$ cat src/design/tip_pkg.sv
// Shared types, constants and helper functions of the text-to-integer parser.
package tip_pkg;

	localparam logic [2:0] PH_SPACE  = 3'd0;
	localparam logic [2:0] PH_START  = 3'd1;
	localparam logic [2:0] PH_ZERO   = 3'd2;
	localparam logic [2:0] PH_HEXREQ = 3'd3;
	localparam logic [2:0] PH_DIGITS = 3'd4;
	localparam logic [2:0] PH_DONE   = 3'd5;

	localparam logic [5:0] BASE_AUTO = 6'd0;
	localparam logic [5:0] BASE_UNIT = 6'd1;
	localparam logic [5:0] BASE_OCT  = 6'd8;
	localparam logic [5:0] BASE_DEC  = 6'd10;
	localparam logic [5:0] BASE_HEX  = 6'd16;
	localparam logic [5:0] BASE_MAX  = 6'd36;
	localparam logic [5:0] DIGIT_NONE = 6'd36;

	localparam logic [7:0] CH_NUL   = 8'h00;
	localparam logic [7:0] CH_TAB   = 8'h09;
	localparam logic [7:0] CH_CR    = 8'h0d;
	localparam logic [7:0] CH_SPACE = 8'h20;
	localparam logic [7:0] CH_PLUS  = 8'h2b;
	localparam logic [7:0] CH_MINUS = 8'h2d;
	localparam logic [7:0] CH_ZERO  = 8'h30;
	localparam logic [7:0] CH_NINE  = 8'h39;
	localparam logic [7:0] CH_UC_A  = 8'h41;
	localparam logic [7:0] CH_UC_X  = 8'h58;
	localparam logic [7:0] CH_UC_Z  = 8'h5a;
	localparam logic [7:0] CH_LC_A  = 8'h61;
	localparam logic [7:0] CH_LC_X  = 8'h78;
	localparam logic [7:0] CH_LC_Z  = 8'h7a;

	typedef struct packed {
		logic [2:0]  phase;
		logic [63:0] acc;
		logic        neg;
		logic [5:0]  base;
	} tip_state_t;

	typedef struct packed {
		logic advance;
		logic mark_stop;
	} tip_ctl_t;

	function automatic logic [5:0] digit_value(input logic [7:0] c);
		logic [7:0] d;
		begin
			d = 8'(DIGIT_NONE);
			if (c >= CH_ZERO && c <= CH_NINE) begin
				d = c - CH_ZERO;
			end else if (c >= CH_LC_A && c <= CH_LC_Z) begin
				d = c - CH_LC_A + 8'd10;
			end else if (c >= CH_UC_A && c <= CH_UC_Z) begin
				d = c - CH_UC_A + 8'd10;
			end
			return d[5:0];
		end
	endfunction

endpackage

$ cat src/design/tip_step.sv
// Next-state logic of the parser for one non-NUL character.
module tip_step (
	input  logic [7:0]          char_in,
	input  logic [5:0]          base_select,
	input  tip_pkg::tip_state_t cur,
	output tip_pkg::tip_state_t nxt,
	output tip_pkg::tip_ctl_t   ctl
);

	logic [5:0]  digit;
	logic [5:0]  start_base;
	logic [5:0]  digit_base;
	logic        start_bad;
	logic        zero_prefix;
	logic        digit_ok;
	logic        is_space;
	logic        is_sign;
	logic        do_start;
	logic        do_take;
	logic [63:0] product;
	logic [63:0] next_acc;

	assign digit       = tip_pkg::digit_value(char_in);
	assign start_bad   = (base_select == tip_pkg::BASE_UNIT) || (base_select > tip_pkg::BASE_MAX);
	assign zero_prefix = ((base_select == tip_pkg::BASE_AUTO) ||
	                      (base_select == tip_pkg::BASE_HEX)) && (char_in == tip_pkg::CH_ZERO);
	assign start_base  = (base_select == tip_pkg::BASE_AUTO) ? tip_pkg::BASE_DEC : base_select;
	assign digit_base  = ((cur.phase == tip_pkg::PH_SPACE) || (cur.phase == tip_pkg::PH_START))
	                     ? start_base : cur.base;
	assign digit_ok    = digit < digit_base;
	assign is_space    = (char_in == tip_pkg::CH_SPACE) ||
	                     ((char_in >= tip_pkg::CH_TAB) && (char_in <= tip_pkg::CH_CR));
	assign is_sign     = (char_in == tip_pkg::CH_MINUS) || (char_in == tip_pkg::CH_PLUS);
	assign product     = cur.acc * {58'd0, digit_base};
	assign next_acc    = product + {58'd0, digit};

	always_comb begin
		nxt      = cur;
		ctl      = '0;
		do_start = 1'b0;
		do_take  = 1'b0;
		case (cur.phase)
			tip_pkg::PH_SPACE: begin
				if (is_space) begin
					ctl.advance = 1'b1;
				end else if (is_sign) begin
					nxt.neg     = (char_in == tip_pkg::CH_MINUS);
					ctl.advance = 1'b1;
					nxt.phase   = tip_pkg::PH_START;
				end else begin
					do_start = 1'b1;
				end
			end
			tip_pkg::PH_START: begin
				do_start = 1'b1;
			end
			tip_pkg::PH_ZERO: begin
				if ((char_in == tip_pkg::CH_LC_X) || (char_in == tip_pkg::CH_UC_X)) begin
					nxt.base    = tip_pkg::BASE_HEX;
					ctl.advance = 1'b1;
					nxt.phase   = tip_pkg::PH_HEXREQ;
				end else begin
					do_take = 1'b1;
				end
			end
			tip_pkg::PH_HEXREQ, tip_pkg::PH_DIGITS: begin
				do_take = 1'b1;
			end
			default: begin
				nxt.phase = tip_pkg::PH_DONE;
			end
		endcase

		if (do_start) begin
			if (start_bad) begin
				nxt.phase = tip_pkg::PH_DONE;
			end else if (zero_prefix) begin
				nxt.base      = (base_select == tip_pkg::BASE_AUTO) ? tip_pkg::BASE_OCT
				                                                    : tip_pkg::BASE_HEX;
				ctl.advance   = 1'b1;
				ctl.mark_stop = 1'b1;
				nxt.phase     = tip_pkg::PH_ZERO;
			end else begin
				nxt.base = start_base;
				do_take  = 1'b1;
			end
		end

		if (do_take) begin
			if (digit_ok) begin
				nxt.acc       = next_acc;
				ctl.advance   = 1'b1;
				ctl.mark_stop = 1'b1;
				nxt.phase     = tip_pkg::PH_DIGITS;
			end else begin
				nxt.phase = tip_pkg::PH_DONE;
			end
		end
	end

endmodule

$ cat src/design/text_to_integer_parser_core.sv
// Top level of the text-to-integer parser: input register, parse state and result register.
// A character request is first captured in the input register and parsed from there; a NUL
// also loads the result register when it leaves the input register, which raises m_tvalid.
// Throughput is one character per cycle when not stalled, set by the combinational multiply-add by the base.
// The input stalls only while a NUL waits for the result register to be taken.
// Reset clears the parse state, the input and result valid flags, and sets the base to ten.
module text_to_integer_parser_core #(
	parameter int MAX_OFFSET = 4095
) (
	input  logic        clk,
	input  logic        arst_n,
	input  logic        cfg_wr_en,
	input  logic [5:0]  cfg_wr_data,
	input  logic        s_tvalid,
	output logic        s_tready,
	input  logic [7:0]  s_tdata,   // [7:0] char_in
	output logic        m_tvalid,
	input  logic        m_tready,
	output logic [79:0] m_tdata    // [63:0] parsed_value, [75:64] end_offset, [79:76] zero
);

	localparam int POS_W = $clog2(MAX_OFFSET + 1);

	logic [5:0]          base_select_q;
	logic                valid_s1;
	logic [7:0]          char_s1;
	tip_pkg::tip_state_t state_q;
	tip_pkg::tip_state_t state_nxt;
	tip_pkg::tip_ctl_t   ctl;
	logic [POS_W-1:0]    char_pos_q;
	logic [POS_W-1:0]    stop_pos_q;
	logic [POS_W-1:0]    pos_adv;
	logic                out_valid_q;
	logic [63:0]         out_value_q;
	logic [11:0]         out_offset_q;
	logic                out_free;
	logic                is_nul;
	logic                go_s1;
	logic                nul_go;

	tip_step u_step (
		.char_in     (char_s1),
		.base_select (base_select_q),
		.cur         (state_q),
		.nxt         (state_nxt),
		.ctl         (ctl)
	);

	assign out_free = !out_valid_q || m_tready;
	assign is_nul   = (char_s1 == tip_pkg::CH_NUL);
	assign go_s1    = valid_s1 && (!is_nul || out_free);
	assign nul_go   = go_s1 && is_nul;
	assign s_tready = !valid_s1 || go_s1;
	assign pos_adv  = (char_pos_q < POS_W'(MAX_OFFSET)) ? char_pos_q + POS_W'(1) : char_pos_q;

	assign m_tvalid = out_valid_q;
	assign m_tdata  = {4'd0, out_offset_q, out_value_q};

	always_ff @(posedge clk or negedge arst_n) begin
		if (!arst_n) begin
			base_select_q <= tip_pkg::BASE_DEC;
		end else if (cfg_wr_en) begin
			base_select_q <= cfg_wr_data;
		end
	end

	always_ff @(posedge clk or negedge arst_n) begin
		if (!arst_n) begin
			valid_s1 <= 1'b0;
		end else if (s_tready) begin
			valid_s1 <= s_tvalid;
		end
	end

	always_ff @(posedge clk) begin
		if (s_tready && s_tvalid) begin
			char_s1 <= s_tdata;
		end
	end

	always_ff @(posedge clk or negedge arst_n) begin
		if (!arst_n) begin
			state_q    <= '{phase: tip_pkg::PH_SPACE, acc: 64'd0, neg: 1'b0, base: 6'd0};
			char_pos_q <= '0;
			stop_pos_q <= '0;
		end else if (nul_go) begin
			state_q    <= '{phase: tip_pkg::PH_SPACE, acc: 64'd0, neg: 1'b0, base: 6'd0};
			char_pos_q <= '0;
			stop_pos_q <= '0;
		end else if (go_s1) begin
			state_q <= state_nxt;
			if (ctl.advance) begin
				char_pos_q <= pos_adv;
			end
			if (ctl.mark_stop) begin
				stop_pos_q <= pos_adv;
			end
		end
	end

	always_ff @(posedge clk or negedge arst_n) begin
		if (!arst_n) begin
			out_valid_q <= 1'b0;
		end else if (nul_go) begin
			out_valid_q <= 1'b1;
		end else if (m_tready) begin
			out_valid_q <= 1'b0;
		end
	end

	always_ff @(posedge clk) begin
		if (nul_go) begin
			out_value_q  <= state_q.neg ? (64'd0 - state_q.acc) : state_q.acc;
			out_offset_q <= 12'(stop_pos_q);
		end
	end

`ifndef SYNTH
	// A NUL that finds the result register occupied must hold the input side.
	assert property (@(posedge clk) disable iff (!arst_n)
		(valid_s1 && is_nul && out_valid_q && !m_tready) |-> !s_tready)
		else $error("NUL passed while the result register was full");

	// After a result is taken into the result register the parse state starts over.
	assert property (@(posedge clk) disable iff (!arst_n)
		nul_go |=> (state_q.phase == tip_pkg::PH_SPACE) && (state_q.acc == 64'd0) &&
		           (char_pos_q == '0) && m_tvalid)
		else $error("Parse state not cleared after end of string");

	// The stop point never lies beyond the consumed character count.
	assert property (@(posedge clk) disable iff (!arst_n)
		(stop_pos_q <= char_pos_q) && (char_pos_q <= POS_W'(MAX_OFFSET)))
		else $error("Position counters out of order");
`endif

endmodule

$ cat config.mk
export PLATFORM = sky130hd
export DESIGN_NAME = text_to_integer_parser_core
export DESIGN_NICKNAME = d
export VERILOG_FILES = /design/src/design/tip_pkg.sv /design/src/design/tip_step.sv /design/src/design/text_to_integer_parser_core.sv
export SDC_FILE = /design/constraint.sdc
export NUM_CORES = 1
export LEC_CHECK = 0
export BUFFER_PORTS_ARGS = -buffer_cell sky130_fd_sc_hd__buf_4
export CAP_MARGIN = 20
export CELL_PAD_IN_SITES_DETAIL_PLACEMENT = 1
export CELL_PAD_IN_SITES_GLOBAL_PLACEMENT = 2
export CORE_AREA = 3 3 219 221
export CTS_BUF_LIST = sky130_fd_sc_hd__clkbuf_8
export CTS_CLUSTER_DIAMETER = 200
export CTS_CLUSTER_SIZE = 16
export DETAILED_ROUTE_END_ITERATION = 8
export DIE_AREA = 0 0 222 224
export GPL_TIMING_DRIVEN = 0
export PLACE_DENSITY_LB_ADDON = 0.3
export SLEW_MARGIN = 20
export SYNTH_ARGS = -nofsm -noshare
export SYNTH_HDL_FRONTEND = slang
export SYNTH_SLANG_ARGS = --single-unit
$ cat constraint.sdc
create_clock -name clk -period 10.1 [get_ports clk]
set_input_delay 0.505 -clock clk [delete_from_list [all_inputs] [get_ports clk]]
set_output_delay 0.505 -clock clk [all_outputs]
set_load 0.05 [all_outputs]
# Word-level counts from Yosys, hierarchy flattened
# Cells that the tools add are included.
[op_classes]
n_addsub = 8
mul = 1
n_lt_le_gt_ge = 11
eq_ne = 13
mux = 53
n_reduce_logical = 37
[op_table]
columns = ["op", "n"]
rows = [
  ["$mux W74", 2],
  ["$mux W64", 2],
  ["$mux W12", 7],
  ["$mux W67", 1],
  ["$add A64 B6 Y64", 1],
  ["$mul A64 B6 Y64", 1],
  ["$sub A1 B64 Y64 const A", 1],
  ["$mux W6", 10],
  ["$eq A8 B6 Y1 const B", 4],
  ["$mux W3", 6],
  ["$eq A8 B7 Y1 const B", 2],
  ["$ge A8 B7 Y1 const B", 2],
  ["$le A8 B7 Y1 const B", 2],
  ["$reduce_bool A2 Y1", 8],
  ["$mux W1", 15],
  ["$add A12 B1 Y12 const B", 1],
  ["$add A6 B4 Y6 const B", 2],
  ["$lt A12 B12 Y1 const B", 1],
  ["$sub A6 B6 Y6 const B", 2],
  ["$mux W2", 5],
  ["$logic_or A1 B1 Y1", 9],
  ["$pmux W3 S3", 1],
  ["$ge A8 B4 Y1 const B", 1],
  ["$ge A8 B6 Y1 const B", 1],
  ["other kinds (23)", 36],
]
[word_totals]
ff_bits = 190
inputBits = 19
out_inout_bits = 82
word_cells = 135

# Logic depth before layout (Yosys ltp)
[depth]
ltp_word = 13
ltp_mapped = 26
depth_no_buf = 23

# Hierarchy
# A second synthesis with hierarchy kept.
[unflattened]
cells_unflattened = 2234
hier_area_um2 = 21814.7
[by_module_without_submodules]
columns = ["module", "instances", "cells_per_inst", "area_each_um2", "seq_area_each_um2"]
rows = [
  ["tip_step", 1, 1598, 13455.4, 0.0],
  ["text_to_integer_parser_core", 1, 636, 8359.3, 5177.5],
]

# Worst setup path before layout
# OpenSTA, ideal clock, no wires.
[synth_timing]
kind = "reg2reg"
start = "reg state_q[72] in the netlist's numbering"
end = "reg state_q[66] in the netlist's numbering"
setup_time_ns = 0.122
arrival_time_ns = 6.060
required_time_ns = 9.978
slack_ns = 3.918
stages_incl_launch_ff = 25
n_path_buf = 3
period_less_slack_ns = 6.182
cell_sequence = "dfrtp_1 nor2_1 clkbuf_1 nor2_1 a21oi_1 clkbuf_1 clkbuf_1 nand2_1 fa_1 fa_1 inv_1 fa_1 inv_1 fa_1 inv_1 ha_1 a21oi_1 o22ai_1 o21ai_0 a211oi_1 a21oi_1 o21ai_0 o21a_1 or3_1 a32o_1"
[synth_via]
elab_chain_len = 9
elab_cells_between_ends = 23
classes_between = "add/sub: 1; mul: 1; order compare: 1; eq/ne: 4; mux: 10; reduce/logical: 6"
[synth_lines]
columns = ["item", "line_no", "source"]
rows = [
  ["from (decl)", "text_to_integer_parser_core.sv:27", "tip_pkg::tip_state_t state_q;"],
  ["from (signal assigned)", "text_to_integer_parser_core.sv:83", "state_q <= '{phase: tip_pkg::PH_SPACE, acc: 64'd0, neg: 1'b0, base: 6'd0};"],
  ["from (signal assigned)", "text_to_integer_parser_core.sv:87", "state_q <= '{phase: tip_pkg::PH_SPACE, acc: 64'd0, neg: 1'b0, base: 6'd0};"],
  ["from (signal assigned)", "text_to_integer_parser_core.sv:91", "state_q <= state_nxt;"],
  ["$eq A3 B1 Y1 or $logic_not A3 Y1 (tied branches)", "tip_step.sv:28, tip_step.sv:42", ""],
  ["$logic_or A1 B1 Y1", "tip_step.sv:28", "assign digit_base = ((cur.phase == tip_pkg::PH_SPACE) || (cur.phase == tip_pkg::PH_START))"],
  ["$mux W6", "tip_step.sv:29", "? start_base : cur.base;"],
  ["$mul A64 B6 Y64", "tip_step.sv:34", "assign product = cur.acc * {58'd0, digit_base};"],
  ["$add A64 B6 Y64", "tip_step.sv:35", "assign next_acc = product + {58'd0, digit};"],
  ["$mux W64", "tip_step.sv:90", "if (digit_ok) begin"],
  ["$mux W67", "tip_step.sv:89", "if (do_take) begin"],
  ["$mux W74", "text_to_integer_parser_core.sv:90", "end else if (go_s1) begin"],
  ["$mux W74", "text_to_integer_parser_core.sv:86", "end else if (nul_go) begin"],
]
# Parallel ways exist; a longest one is shown, timed or not. The select of a mux whose other input is x is not followed.
# A chain may end at the register's enable or synchronous reset.

# Worst setup path after layout
# Ends and elaborated chain as after synthesis.

==> results.md <==
- Initial antenna violation count: 2
- Yosys Warn Count: 0
- Fillers: approximately 5300
- Hold Crit Class: in -> reg
- CP Data Arrival Time: 9.23 ns
- Yosys cell types: 96
- Area of the mapped netlist: 21200 µm²
- Total grt overflow: 0
- Async set-or-reset flop fraction in the synthesized netlist: between 50% and 60%
- R2r startpoint: state_q[72]$_DFFE_PN0P_
- RD Place Congestion: around 0.89
- CP endpoint kind: flop
- CP Class: reg -> reg
- Setup Skew: 0.0278 ns
- Num rows: 79
- Share of post-route cells with drive strength above 1: 9.78%
- Maximum vdd drop: 0.000103 V
- Wire per inst: 23.7 µm
- Total GRT Usage: between 20% and 30%
- Final wirelength: around 70 mm
- Vias in the first global route: about 19000
- Final hold vios: 0
- Die X: 222 µm
- Achievable Freq: 114 MHz
- First-pass GRT wire length: 109 mm
- CTS Root Buffer Type: clkbuf_8
- CP max FO: 10
- Post-synthesis to final-layout area growth: 9.70%
- Design Area, Final: 23300 µm²
- Pin count of the biggest net entering global routing: 66
- Seq cells post-synth: between 150 and 200
- TritonRoute pass-1 iters: 7
- Worst-path clk slew: 0.12 ns
- DRC errors left: 0
- CP startpoint kind: flop
- Iteration-0 DRC Markers: 994
- CTS buffer count: 17
- # port buffers: 95
- Layout Nets: 2700
- Fin crit period: 8.74 ns
- Lkg Pwr: 11.0 nW
- Final Max Slew Viols: 0
- Final setup violation count: 0
- Detail Placement HPWL: about 54 mm
- CTS Sinks: 190
- Die span in y: 224 µm
- # IOs: 101
- Clk buf depth: 2
- Top_reg_cell synth: dfrtp_1
- Period Utilization, post-route: between 80 and 90%
- Slew @ Worst Pin: 1.18 ns
- Syn Area/Cell: 9.75 µm²
- Initial Util: a little under half
- Max cap viols: 0
- Sequential share of the synthesized area: around a quarter
- Most frequent cells in the layout: and2_1, fa_1, nand2_1, ha_1, o21ai_0
- Synth Instances: 2176
- Routed Antenna Nets: 0
- Power per Cell Area: approximately 160 nW/µm²
- CTS hold repair buffers: 1
- RSZ-0062 raised after global routing: no
- Slew margin rel.: 21.6%
- Hold path start: s_tdata[3]
- CTS tree: built
- Outcome: finished clean
- Placed Area: 22800 µm²
- Die Area: around 50000 µm²
- Setup TNS: 0 ns
- Critical Path RT: between 10 and 15 ns
- Worst-Skew Late Latency: 0.60 ns
- Drt via density: 5.77
- Critical Path Start: state_q[72]$_DFFE_PN0P_
- Number of synthesized flops with an enable pin: 84
- Commonest non-fill, non-tap cell in the layout: and2_1
- CTS resizes: 0
- Core area: 46400 µm²
- Via count: 16900
- Setup Buffers After CTS: 0
- CTS HTree Levels: 4
-- final timing paths --
path / end / depth (start not counted) / slack (ns)
max in group asynchronous: stop_pos_q[0]$_DFFE_PN0P_ / 3 / 8.93
max: state_q[66]$_DFFE_PN0P_ / 23 / 1.36
min: char_s1[3]$_DFFE_PP_ / 1 / 0.08
min in group asynchronous: state_q[8]$_DFFE_PN0P_ / 2 / 0.51
max reg2reg: state_q[66]$_DFFE_PN0P_ / 23 / 1.36
min reg2reg: out_offset_q[11]$_DFFE_PP_ / 0 / 0.46
-- sequential cells by signal, summed over array words and instances, names as in the netlist --
register	flops
state_q	74
out_value_q	64
char_pos_q	12
out_offset_q	12
stop_pos_q	12
char_s1	8
base_select_q	6
m_tvalid	1
valid_s1	1
-- through the flow --
stage / worst slack [ns] / hold slack (ns) / util [%] / power [mW] / std cells
6_report: 1.36 / 0.0770 / 50.2 / 3.78 / 2921
5_1_grt: 0.909 / 0.0439 / 50.2 / 4.08 / 2920
4_1_cts: 1.36 / 0.0330 / 50.2 / 3.79 / 2919
3_5_place_dp: 1.41 / 0.434 / 49.2 / 3.20 / 2886
3_3_place_gp: 1.55 / 0.429 / 49.0 / 3.13 / 2881
2_1_floorplan: 3.92 / 0.209 / - / 2.51 / 2179
-- power breakdown --
| group | switching [mW] | internal [mW] | total (mW) | leakage, nW |
|---|---|---|---|---|
| Clock | 0.369 | 0.199 | 0.568 | 0.212 |
| Combinational | 1.33 | 0.733 | 2.07 | 8.60 |
| Sequential | 0.152 | 0.995 | 1.15 | 2.15 |
-- synthesized netlist by cell type (11+ instances only) --
cell        n  area (µm²)
nand2_1   199         747
nand3_1    41         205
clkbuf_1  116         435
nor4_1     15        93.8
xnor2_1    98         858
mux2_2     25         282
edfxtp_1   84        2520
a31oi_1    15        93.8
a21oi_1    94         470
o31ai_1    30         225
dfrtp_1   104        2600
nand4_1    19         119
o21ai_0   135         676
a21o_1     37         278
and2_1    313        1960
and3_1     15        93.8
xor2_1     32         280
inv_1      88         330
fa_1      240        4800
nand2b_1   11        68.8
nor3_1     24         120
o41ai_1    11        96.3
nor2_1     87         327
ha_1      142        1780
-- routing by layer --
layer  vias to the layer above  track usage (%)  wire, µm
met5                         -                0         0
met4                         0             11.1      2530
met3                       119             6.43      4040
met2                       401             47.7     33000
met1                      8672             36.3     29700
li1                       7670                -         -
-- kinds of logic (layout without fill, tap and decap cells) --
group | Yosys count | in the layout | synth area share (%)
compound gates | 417 | 417 | 12.5
other cells | 1 | 6 | 0.0177
simple gates | 798 | 798 | 20.5
flops | 190 | 190 | 24.4
buf+inv | 228 | 361 | 4.63
fa+ha+maj | 382 | 382 | 31.0
xor+xnor | 131 | 131 | 5.47
mux | 29 | 29 | 1.52
-- layout make-up --
class	count	area (µm²)	area share, %
Clock inverter	14	186	0.801
Inverter	88	330	1.42
Buffer	140	656	2.82
Sequential cell	190	5180	22.2
Clock buffer	18	248	1.06
Timing Repair Buffer	101	833	3.58
Antenna cell	2	5.00	0.0215
Tap cell	607	759	3.26
Multi-Input combinational cell	1761	15100	64.8
-- worst max-delay path, stage by stage, from the launching register on --
cell and delay [ns]:
dfrtp_1 0.49, nor2_1 0.30, clkbuf_1 0.49, mux2_2 0.33
clkbuf_1 0.89, clkbuf_1 0.79, nand2_1 0.18, fa_1 0.54
fa_1 0.54, inv_1 0.06, fa_1 0.54, inv_1 0.07
fa_1 0.51, inv_1 0.05, ha_1 0.36, a21oi_1 0.22
o22ai_1 0.14, o21ai_0 0.47, a211oi_1 0.17, a21oi_1 0.44
o21ai_0 0.26, o21a_1 0.23, or3_1 0.31, a32o_1 0.25
(Power assumes the default switching activity.)
